==> src/rtl/okxc_pkg.sv <==
package okxc_pkg;

    localparam int KEY_CHARS_DEF     = 16;
    localparam int POSITION_BITS_DEF = 32;

    localparam int CFG_INDEX_BITS = 3;
    localparam int CFG_DATA_BITS  = 64;
    localparam int KEY_IDX_BITS   = 4;
    localparam int KEY_LEN_BITS   = 5;
    localparam int DICT_BITS      = 24;

    localparam logic [CFG_INDEX_BITS-1:0] CFG_KEY_LOW     = 3'd0;
    localparam logic [CFG_INDEX_BITS-1:0] CFG_KEY_HIGH    = 3'd1;
    localparam logic [CFG_INDEX_BITS-1:0] CFG_KEY_LENGTH  = 3'd2;
    localparam logic [CFG_INDEX_BITS-1:0] CFG_EXP_CHECK   = 3'd3;
    localparam logic [CFG_INDEX_BITS-1:0] CFG_LEVEL_HDR   = 3'd4;
    localparam logic [CFG_INDEX_BITS-1:0] CFG_FORCED_LVL  = 3'd5;

    localparam logic [7:0] LEVEL_MASK   = 8'b1100_0000;
    localparam logic [7:0] LETTER_A     = 8'h41;
    localparam int         HEADER_BYTES = 8;
    localparam int         DICT_FIRST   = 4;
    localparam int         LEVEL_POS    = 2;
    localparam int         CHECK_FIRST  = 3;

    typedef struct packed {
        logic [7:0] data_byte;
        logic       is_last;
    } in_item_t;

    typedef struct packed {
        logic [7:0] out_byte;
        logic       out_last;
        logic       checksum_ok;
    } out_item_t;

    typedef struct packed {
        logic [63:0]             key_word_low;
        logic [63:0]             key_word_high;
        logic [KEY_LEN_BITS-1:0] key_length;
        logic [7:0]              expected_checksum;
        logic                    level_from_header;
        logic [1:0]              forced_level;
    } cfg_t;

endpackage

==> src/rtl/okxc_cfg.sv <==
module okxc_cfg (
    input  logic                                 clk,
    input  logic                                 rst_n,
    input  logic                                 cfg_write,
    input  logic [okxc_pkg::CFG_INDEX_BITS-1:0]  cfg_index,
    input  logic [okxc_pkg::CFG_DATA_BITS-1:0]   cfg_data,
    output okxc_pkg::cfg_t                       cfg
);
    import okxc_pkg::*;

    cfg_t cfg_reg;
    cfg_t cfg_next;

    always_comb
    begin
        cfg_next = cfg_reg;
        if (cfg_write)
        begin
            case (cfg_index)
                CFG_KEY_LOW:    cfg_next.key_word_low      = cfg_data;
                CFG_KEY_HIGH:   cfg_next.key_word_high     = cfg_data;
                CFG_KEY_LENGTH: cfg_next.key_length        = cfg_data[KEY_LEN_BITS-1:0];
                CFG_EXP_CHECK:  cfg_next.expected_checksum = cfg_data[7:0];
                CFG_LEVEL_HDR:  cfg_next.level_from_header = cfg_data[0];
                CFG_FORCED_LVL: cfg_next.forced_level      = cfg_data[1:0];
                default:        cfg_next = cfg_reg;
            endcase
        end
    end

    always_ff @(posedge clk or negedge rst_n)
    begin
        if (!rst_n)
        begin
            cfg_reg.key_word_low      <= '0;
            cfg_reg.key_word_high     <= '0;
            cfg_reg.key_length        <= KEY_LEN_BITS'(1);
            cfg_reg.expected_checksum <= '0;
            cfg_reg.level_from_header <= 1'b1;
            cfg_reg.forced_level      <= '0;
        end
        else
        begin
            cfg_reg <= cfg_next;
        end
    end

    assign cfg = cfg_reg;

endmodule

==> src/rtl/okxc_stream.sv <==
module okxc_stream #(
    parameter int KEY_CHARS     = okxc_pkg::KEY_CHARS_DEF,
    parameter int POSITION_BITS = okxc_pkg::POSITION_BITS_DEF
) (
    input  logic                 clk,
    input  logic                 rst_n,
    input  logic                 step,
    input  okxc_pkg::in_item_t   item,
    input  okxc_pkg::cfg_t       cfg,
    output okxc_pkg::out_item_t  result
);
    import okxc_pkg::*;

    localparam logic [KEY_LEN_BITS-1:0] KEY_LEN_MAX = KEY_LEN_BITS'(KEY_CHARS);
    localparam logic [POSITION_BITS-1:0] POS_MAX    = '1;

    logic [POSITION_BITS-1:0] pos_reg, pos_next;
    logic [KEY_IDX_BITS-1:0]  key_idx_reg, key_idx_next;
    logic [1:0]               hdr_level_reg, hdr_level_next;
    logic [DICT_BITS-1:0]     dict_len_reg, dict_len_next;
    logic [7:0]               run_xor_reg, run_xor_next;

    logic [KEY_LEN_BITS-1:0]  key_len;
    logic [KEY_IDX_BITS-1:0]  key_used;
    logic [KEY_LEN_BITS-1:0]  key_used_inc;
    logic [127:0]             key_all;
    logic [7:0]               key_char;
    logic [1:0]               level;
    logic                     in_region;
    logic [7:0]               cipher_byte;
    logic [7:0]               out_byte;
    logic [7:0]               xor_new;

    always_comb
    begin
        if (cfg.key_length == '0)
            key_len = KEY_LEN_BITS'(1);
        else if (cfg.key_length > KEY_LEN_MAX)
            key_len = KEY_LEN_MAX;
        else
            key_len = cfg.key_length;

        key_used     = (KEY_LEN_BITS'(key_idx_reg) < key_len) ? key_idx_reg : '0;
        key_used_inc = KEY_LEN_BITS'(key_used) + KEY_LEN_BITS'(1);
        key_all      = {cfg.key_word_high, cfg.key_word_low};
        key_char     = key_all[key_used*8 +: 8];

        level     = cfg.level_from_header ? hdr_level_reg : cfg.forced_level;
        in_region = (pos_reg >= POSITION_BITS'(HEADER_BYTES))
                    && ((level == 2'd0)
                        || (pos_reg < POSITION_BITS'(dict_len_reg)
                                      + POSITION_BITS'(HEADER_BYTES)));

        cipher_byte = ((item.data_byte - LETTER_A) ^ (key_char - LETTER_A)) + LETTER_A;
        out_byte    = in_region ? cipher_byte : item.data_byte;

        xor_new = (pos_reg >= POSITION_BITS'(CHECK_FIRST)) ? (run_xor_reg ^ out_byte)
                                                           : run_xor_reg;

        result.out_byte    = out_byte;
        result.out_last    = item.is_last;
        result.checksum_ok = item.is_last && (xor_new == cfg.expected_checksum);
    end

    always_comb
    begin
        pos_next       = pos_reg;
        key_idx_next   = key_idx_reg;
        hdr_level_next = hdr_level_reg;
        dict_len_next  = dict_len_reg;
        run_xor_next   = run_xor_reg;
        if (step)
        begin
            if (item.is_last)
            begin
                pos_next       = '0;
                key_idx_next   = '0;
                hdr_level_next = '0;
                dict_len_next  = '0;
                run_xor_next   = '0;
            end
            else
            begin
                if (pos_reg == POSITION_BITS'(LEVEL_POS))
                    hdr_level_next = 2'((item.data_byte & LEVEL_MASK) >> 6);
                if ((pos_reg >= POSITION_BITS'(DICT_FIRST))
                    && (pos_reg < POSITION_BITS'(DICT_FIRST + 3)))
                    dict_len_next = {dict_len_reg[DICT_BITS-9:0], item.data_byte};
                run_xor_next = xor_new;
                if (pos_reg != POS_MAX)
                    pos_next = pos_reg + POSITION_BITS'(1);
                key_idx_next = (key_used_inc >= key_len) ? '0
                                                         : key_used_inc[KEY_IDX_BITS-1:0];
            end
        end
    end

    always_ff @(posedge clk or negedge rst_n)
    begin
        if (!rst_n)
        begin
            pos_reg       <= '0;
            key_idx_reg   <= '0;
            hdr_level_reg <= '0;
            dict_len_reg  <= '0;
            run_xor_reg   <= '0;
        end
        else
        begin
            pos_reg       <= pos_next;
            key_idx_reg   <= key_idx_next;
            hdr_level_reg <= hdr_level_next;
            dict_len_reg  <= dict_len_next;
            run_xor_reg   <= run_xor_next;
        end
    end

endmodule

==> src/rtl/offset_xor_key_cipher_with_checksum_core.sv <==
// Repeating-key XOR cipher for a file byte stream with header parsing and a checksum
// check. Each accepted item is one file byte and gives exactly one result item. An item
// enters an input register, is ciphered and added to the checksum combinationally, and
// lands in the result register; one item per cycle is sustained while res_stall is low.
// The result passes both registers. While the result is stalled, one new item can still
// enter an empty input register. Configuration is written through cfg_write, cfg_index
// and cfg_data and must only change while no item is in flight. The item flagged is_last
// returns all stream state to reset, and the next item starts a new file.
module offset_xor_key_cipher_with_checksum_core #(
    parameter int KEY_CHARS     = okxc_pkg::KEY_CHARS_DEF,
    parameter int POSITION_BITS = okxc_pkg::POSITION_BITS_DEF
) (
    input  logic                                 clk,
    input  logic                                 rst_n,
    input  logic                                 byte_valid,
    output logic                                 byte_stall,
    input  okxc_pkg::in_item_t                   byte_item,
    output logic                                 res_valid,
    input  logic                                 res_stall,
    output okxc_pkg::out_item_t                  res_item,
    input  logic                                 cfg_write,
    input  logic [okxc_pkg::CFG_INDEX_BITS-1:0]  cfg_index,
    input  logic [okxc_pkg::CFG_DATA_BITS-1:0]   cfg_data
);
    import okxc_pkg::*;

    cfg_t      cfg;
    logic      s1_valid_reg, s1_valid_next;
    in_item_t  s1_item_reg;
    logic      res_valid_reg, res_valid_next;
    out_item_t res_item_reg;
    out_item_t stage_result;
    logic      res_free;
    logic      s1_advance;
    logic      byte_take;

    okxc_cfg u_cfg (
        .clk       (clk),
        .rst_n     (rst_n),
        .cfg_write (cfg_write),
        .cfg_index (cfg_index),
        .cfg_data  (cfg_data),
        .cfg       (cfg)
    );

    okxc_stream #(
        .KEY_CHARS     (KEY_CHARS),
        .POSITION_BITS (POSITION_BITS)
    ) u_stream (
        .clk    (clk),
        .rst_n  (rst_n),
        .step   (s1_advance),
        .item   (s1_item_reg),
        .cfg    (cfg),
        .result (stage_result)
    );

    assign res_free   = !res_valid_reg || !res_stall;
    assign s1_advance = s1_valid_reg && res_free;
    assign byte_stall = s1_valid_reg && !res_free;
    assign byte_take  = byte_valid && !byte_stall;

    always_comb
    begin
        if (byte_take)
            s1_valid_next = 1'b1;
        else if (s1_advance)
            s1_valid_next = 1'b0;
        else
            s1_valid_next = s1_valid_reg;

        if (s1_advance)
            res_valid_next = 1'b1;
        else if (res_valid_reg && !res_stall)
            res_valid_next = 1'b0;
        else
            res_valid_next = res_valid_reg;
    end

    always_ff @(posedge clk or negedge rst_n)
    begin
        if (!rst_n)
        begin
            s1_valid_reg  <= 1'b0;
            res_valid_reg <= 1'b0;
        end
        else
        begin
            s1_valid_reg  <= s1_valid_next;
            res_valid_reg <= res_valid_next;
        end
    end

    always_ff @(posedge clk)
    begin
        if (byte_take)
            s1_item_reg <= byte_item;
        if (s1_advance)
            res_item_reg <= stage_result;
    end

    assign res_valid = res_valid_reg;
    assign res_item  = res_item_reg;

    // empty input stage never pushes back
    a_no_stall_when_empty: assert property (@(posedge clk) disable iff (!rst_n)
        !s1_valid_reg |-> !byte_stall)
        else $error("stall raised with empty input stage");

    // an item leaving the input stage shows up as a result next cycle
    a_advance_gives_result: assert property (@(posedge clk) disable iff (!rst_n)
        s1_advance |=> (res_valid_reg && (res_item_reg == $past(stage_result))))
        else $error("advanced item missing from result register");

    // checksum flag only on the final item of a file
    a_ok_only_on_last: assert property (@(posedge clk) disable iff (!rst_n)
        res_valid_reg |-> (!res_item_reg.checksum_ok || res_item_reg.out_last))
        else $error("checksum flag on a non-final item");

endmodule
==> config.mk <==
export PLATFORM = sky130hd
export DESIGN_NAME = offset_xor_key_cipher_with_checksum_core
export DESIGN_NICKNAME = d
export VERILOG_FILES = /design/src/rtl/okxc_pkg.sv /design/src/rtl/okxc_cfg.sv /design/src/rtl/okxc_stream.sv /design/src/rtl/offset_xor_key_cipher_with_checksum_core.sv
export SDC_FILE = /design/constraint.sdc
export NUM_CORES = 1
export LEC_CHECK = 0
export BUFFER_PORTS_ARGS = -buffer_cell sky130_fd_sc_hd__buf_2
export CAP_MARGIN = 20
export CORE_MARGIN = 5
export CORE_UTILIZATION = 65
export CTS_CLUSTER_SIZE = 12
export DETAILED_ROUTE_END_ITERATION = 7
export GPL_ROUTABILITY_DRIVEN = 0
export HOLD_SLACK_MARGIN = 0.05
export PLACE_DENSITY = 0.83
export SLEW_MARGIN = 20
export SYNTH_ARGS = -nofsm -noshare
export SYNTH_HDL_FRONTEND = slang
export SYNTH_SLANG_ARGS = --single-unit
export TNS_END_PERCENT = 20
==> constraint.sdc <==
create_clock -name clk -period 13.5 [get_ports clk]
set_input_delay 1.35 -clock clk [delete_from_list [all_inputs] [get_ports clk]]
set_output_delay 1.35 -clock clk [all_outputs]
set_load 0.02 [all_outputs]
# Word-level counts from Yosys, hierarchy flattened
# Index checks and enable logic that the tools add are counted.
dict set report totals {
  regBits 235
  in_bits 81
  out_inout_bits 12
  wordCells 92
}
dict set report classes {
  add_sub_neg 6
  n_lt_le_gt_ge 8
  eq_ne 8
  shifts 1
  n_mux 19
  n_bitwise 2
  n_reduce_logical 30
}
# op n
set op_table {}
lappend op_table {{$shiftx A128 B8 Y8} 1}
lappend op_table {{$mux W32} 2}
lappend op_table {{$mux W24} 2}
lappend op_table {{$add A32 B1 Y32 const B} 1}
lappend op_table {{$eq A32 B2 Y1 const B} 1}
lappend op_table {{$ge A32 B2 Y1 const B} 1}
lappend op_table {{$ge A32 B3 Y1 const B} 1}
lappend op_table {{$ge A32 B4 Y1 const B} 1}
lappend op_table {{$lt A32 B3 Y1 const B} 1}
lappend op_table {{$lt A32 B32 Y1} 1}
lappend op_table {{$ne A32 B32 Y1 const B} 1}
lappend op_table {{$add A24 B4 Y25 const B} 1}
lappend op_table {{$mux W8} 3}
lappend op_table {{$reduce_and A2 Y1} 9}
lappend op_table {{$sub A8 B7 Y8 const B} 2}
lappend op_table {{$xor A8 B8 Y8} 2}
lappend op_table {{$mux W4} 3}
lappend op_table {{$mux W5} 2}
lappend op_table {{$reduce_bool A2 Y1} 5}
lappend op_table {{$add A8 B7 Y8 const B} 1}
lappend op_table {{$eq A8 B8 Y1} 1}
lappend op_table {{$logic_and A1 B1 Y1} 7}
lappend op_table {{$eq A3 B2 Y1 const B} 2}
lappend op_table {{$eq A3 B3 Y1 const B} 2}
lappend op_table {{other kinds (12)} 21}

# Logic depth before layout (Yosys ltp)
dict set report depth {
  ltp_word 14
  mapped_depth 25
  depth_no_buf 23
}

# Modules after synthesis
# Synthesis repeated with hierarchy kept, for this count alone.
dict set report hier_totals {
  hier_cells 1185
  area_unflattened_um2 13676.9
}
# mod n_inst cells_per_inst area_each_um2 seq_area_each_um2
set modules_own_cells {}
lappend modules_own_cells {okxc_stream 1 850 7058.0 1751.7}
lappend modules_own_cells {okxc_cfg 1 308 5955.7 3606.0}
lappend modules_own_cells {offset_xor_key_cipher_with_checksum_core 1 27 663.1 620.6}

# Least setup slack after synthesis
# Ideal clock, no wire load.
dict set report synth_path {
  kind {register -> register}
  start {register u_cfg.cfg_reg (netlist bit u_cfg.cfg[15])}
  end {register res_item_reg (netlist bit res_item[0]), data pin}
  setup_time_ps 170
  t_arrival_ps 4818
  required_ps 13330
  slack_ps 8513
  path_stages_with_launch 24
  path_buffers 2
  synth_period_minus_slack_ps 4987
  cell_sequence {dfrtp_1 > inv_1 > nand2_1 > ha_1 > a211oi_2 > nand2b_1 > buf_2 > nand3_4 > inv_4 > o221ai_1 > o211a_1 > or4_1 > clkbuf_1 > ha_1 > xor2_1 > xnor2_1 > and4_1 > a2111oi_4 > xnor3_1 > o21ai_1 > and2_1 > xnor2_1 > nand4_1 > nor4_2}
}
# item line_no
set synth_lines {}
lappend synth_lines {{start, declared} okxc_cfg.sv:11} ;# cfg_t cfg_reg;
lappend synth_lines {{start signal, assigned} okxc_cfg.sv:44} ;# cfg_reg <= cfg_next;
lappend synth_lines {{end signal, assigned} offset_xor_key_cipher_with_checksum_core.sv:99} ;# res_item_reg <= stage_result;
lappend synth_lines {{end, declared} offset_xor_key_cipher_with_checksum_core.sv:31} ;# out_item_t res_item_reg;

==> reports/results.ini <==
[clock_tree]
cts-root-buf = clkbuf_16
clk_pin_slew_worst_paths_ns = 0.06
post_cts_buffers = 0
cts_buffers = 26
post_cts_resized = 0
h-tree-depth = 1
tritoncts = built
cts_buffer_depth = 3
cts_hold_buffers = 0
clk_latency_ns = 0.54
clock-sinks = 235

[worst_setup_path]
crit_type = flop to flop
arrival_ns = 6.25
slowest_delay_ns = 0.64
cp-start-kind = flop
critPathCaptureType = flop
worstPathRequired_ns = 13.88
critPathSlowestCell = dfrtp_1
cp_max_fo = 17
path_cells = ha_1, a211oi_2, nand2b_1, nand3_4, inv_4, o221ai_1, o211a_1, or4_1, ha_1, xor2_1, xnor2_1, a31oi_1, a2111oi_4, xnor3_1, o21ai_1, and2_1, xnor2_1, nand4_1, nor4_2

[placed_design]
placedCellCount = 1444
pre_cts_slack_ns = 7.77
port_buffers = 92
dp_hpwl_mm = 20.7
place_area_sq_mm = 0.0133

[sta]
period_share_pct = 43.5
worst_hold_slack_ns = 0.493
rsz0062_at_grt = no
setup-tns-final_ns = 0
fin_crit_ns = 5.88
worstMarginPinSlew_ns = 0.937
maxSlewViolCount = 0
hold_violations = 0
fin_skew_ns = 0.0297
setup_viol_count_final = 0
setup_ws_ns = 7.62
fmax_mhz = 170
maxSlewHeadroom_pct = 37.4

[yosys]
synth_warnings = 0
synthCells = 1125
synth_edf_count = 19
synth_area_sq_mm = 0.0127
avgSynthCellArea_sq_um = 11.2
synth-main-ff-cell = dfrtp_1
yosys-top-cells-area = dfrtp_1, mux2_2, edfxtp_1
netlist.top_cell.by_area = dfrtp_1
ys_seq_area_share_pct = 47.2
synth_top_area_share_pct = 42.3
synth_cell_types = 87
synth-seq-cells = 235
async_flop_share_pct = 91.9
syn-num-nets = 1246

[die]
row_count = 51
start_util_pct = 65.5
die_h_um = 150
ios = 93
die_width_um = 150
dieArea_sq_mm = 0.0224
coreArea_sq_mm = 0.0193

[global_route]
grt_pass1_vias = 9638
antenna_found_initial = 0
grt_use_total_pct = 27.2
grt-ovfl-total = 0
grt_max_degree = 81
grt_first_pass_wirelength_mm = 49.3

[run]
maxCapViolCount = 0

[min_path]
hold_class = flop to flop

[power_and_ir_drop]
power.density_mw_per_mm2 = 174
ir_drop_mv = 0.119
finalPower_mw = 2.46
leakage_nw = 6.25

[route]
antenna_left = 0
drt-initial-drc-count = 828
wire_per_inst_um = 20.0
num_vias = 9339
drc = 0
finalWirelength_mm = 29.8
first_pass_iters = 5
viasPerCell = 6.26

[status]
status = finished, final reports clean

[finish]
final_core_util_pct = 73.3
post-route-cell-area_sq_mm = 0.0142
nets = 1328
largest_reg_flops = 144
n_antenna_cell = 0
finalNonFillerCells = 1491
final_common_cell = dfrtp_1
drive_above_1_share_pct = 25.6
final_cell_mix = dfrtp_1, mux2_2, buf_2
area_growth_pct = 12.0

power by group:
group | switching [mW] | internal, mW
Sequential | 0.0954 | 0.835
Combinational | 0.475 | 0.378
Clock | 0.282 | 0.398
Total | 0.852 | 1.61
routing by layer:
layer / vias up / global-route usage, % / part of all wire [%]
met5: - / 0 / 0
met2: 339 / 46.2 / 50
met4: 0 / 9.70 / 2.7
li1: 4314 / - / -
met3: 63 / 3.85 / 5.5
met1: 4623 / 36.1 / 41
layout make-up:
type	count	area, sq um
clock buffer	39	739
clock inverter	8	82.6
fill	1343	5160
inverter	26	100
multi-input combinational	815	6380
sequential	235	5980
tap	265	332
timing repair buffer	103	556
cell usage after synthesis, types with 3 or more instances:
cell,count
buf_4,3
xnor2_1,35
and3_1,11
nor4_1,13
clkbuf_1,39
nor3_1,26
nand3_1,32
and2_1,10
nand2b_1,14
nor3b_1,3
nand3b_1,7
a22oi_1,3
a21o_1,7
dfrtp_1,214
nand4b_1,3
o21ai_0,44
a22o_1,30
a211oi_1,7
buf_6,3
inv_1,24
a21oi_1,30
and4_1,5
xor2_1,40
o31ai_1,9
ha_1,40
a31oi_1,9
mux2_2,145
nand4_1,13
o21ai_1,7
o22ai_1,15
edfxtp_1,19
o211ai_1,4
buf_2,3
o21a_1,6
mux2i_1,47
o221ai_1,5
nor2b_1,6
nor2_1,71
nand2_1,57
or3_1,7
cells by family (layout without fill, tap and decap cells):
family | count (synthesis) | in the layout | share of synthesized area (%)
XOR/XNOR | 77 | 77 | 5.50
AO/OA/AOI/OAI | 212 | 212 | 11.9
AND/OR/NAND/NOR | 293 | 293 | 12.1
flip-flops | 235 | 235 | 47.2
buffers and inverters | 75 | 176 | 2.54
adder cells (fa/ha/maj) | 40 | 40 | 3.95
multiplexers | 193 | 193 | 16.8
critical path: cells and delay by family (launching register included):
kind	cells	cell delay, ns
AND/OR/NAND/NOR	6	1.80
AO/OA/AOI/OAI	6	1.41
XOR/XNOR	4	0.99
adder cells (fa/ha/maj)	2	0.65
flip-flops	1	0.64
buffers and inverters	1	0.23
worst paths after layout:
check,start,to,slack (ns),depth (start not counted)
hold reg to reg,s1_valid_reg,res_valid,0.49,1
max in group asynchronous,rst_n,u_cfg.cfg[33],10.77,3
setup reg to reg,u_stream.key_idx_reg[2],res_item[0],7.62,19
hold / removal,s1_valid_reg,res_valid,0.49,1
min in group asynchronous,rst_n,u_stream.pos_reg[21],0.82,1
setup / recovery,u_stream.key_idx_reg[2],res_item[0],7.62,19
(Power assumes the default switching activity.)
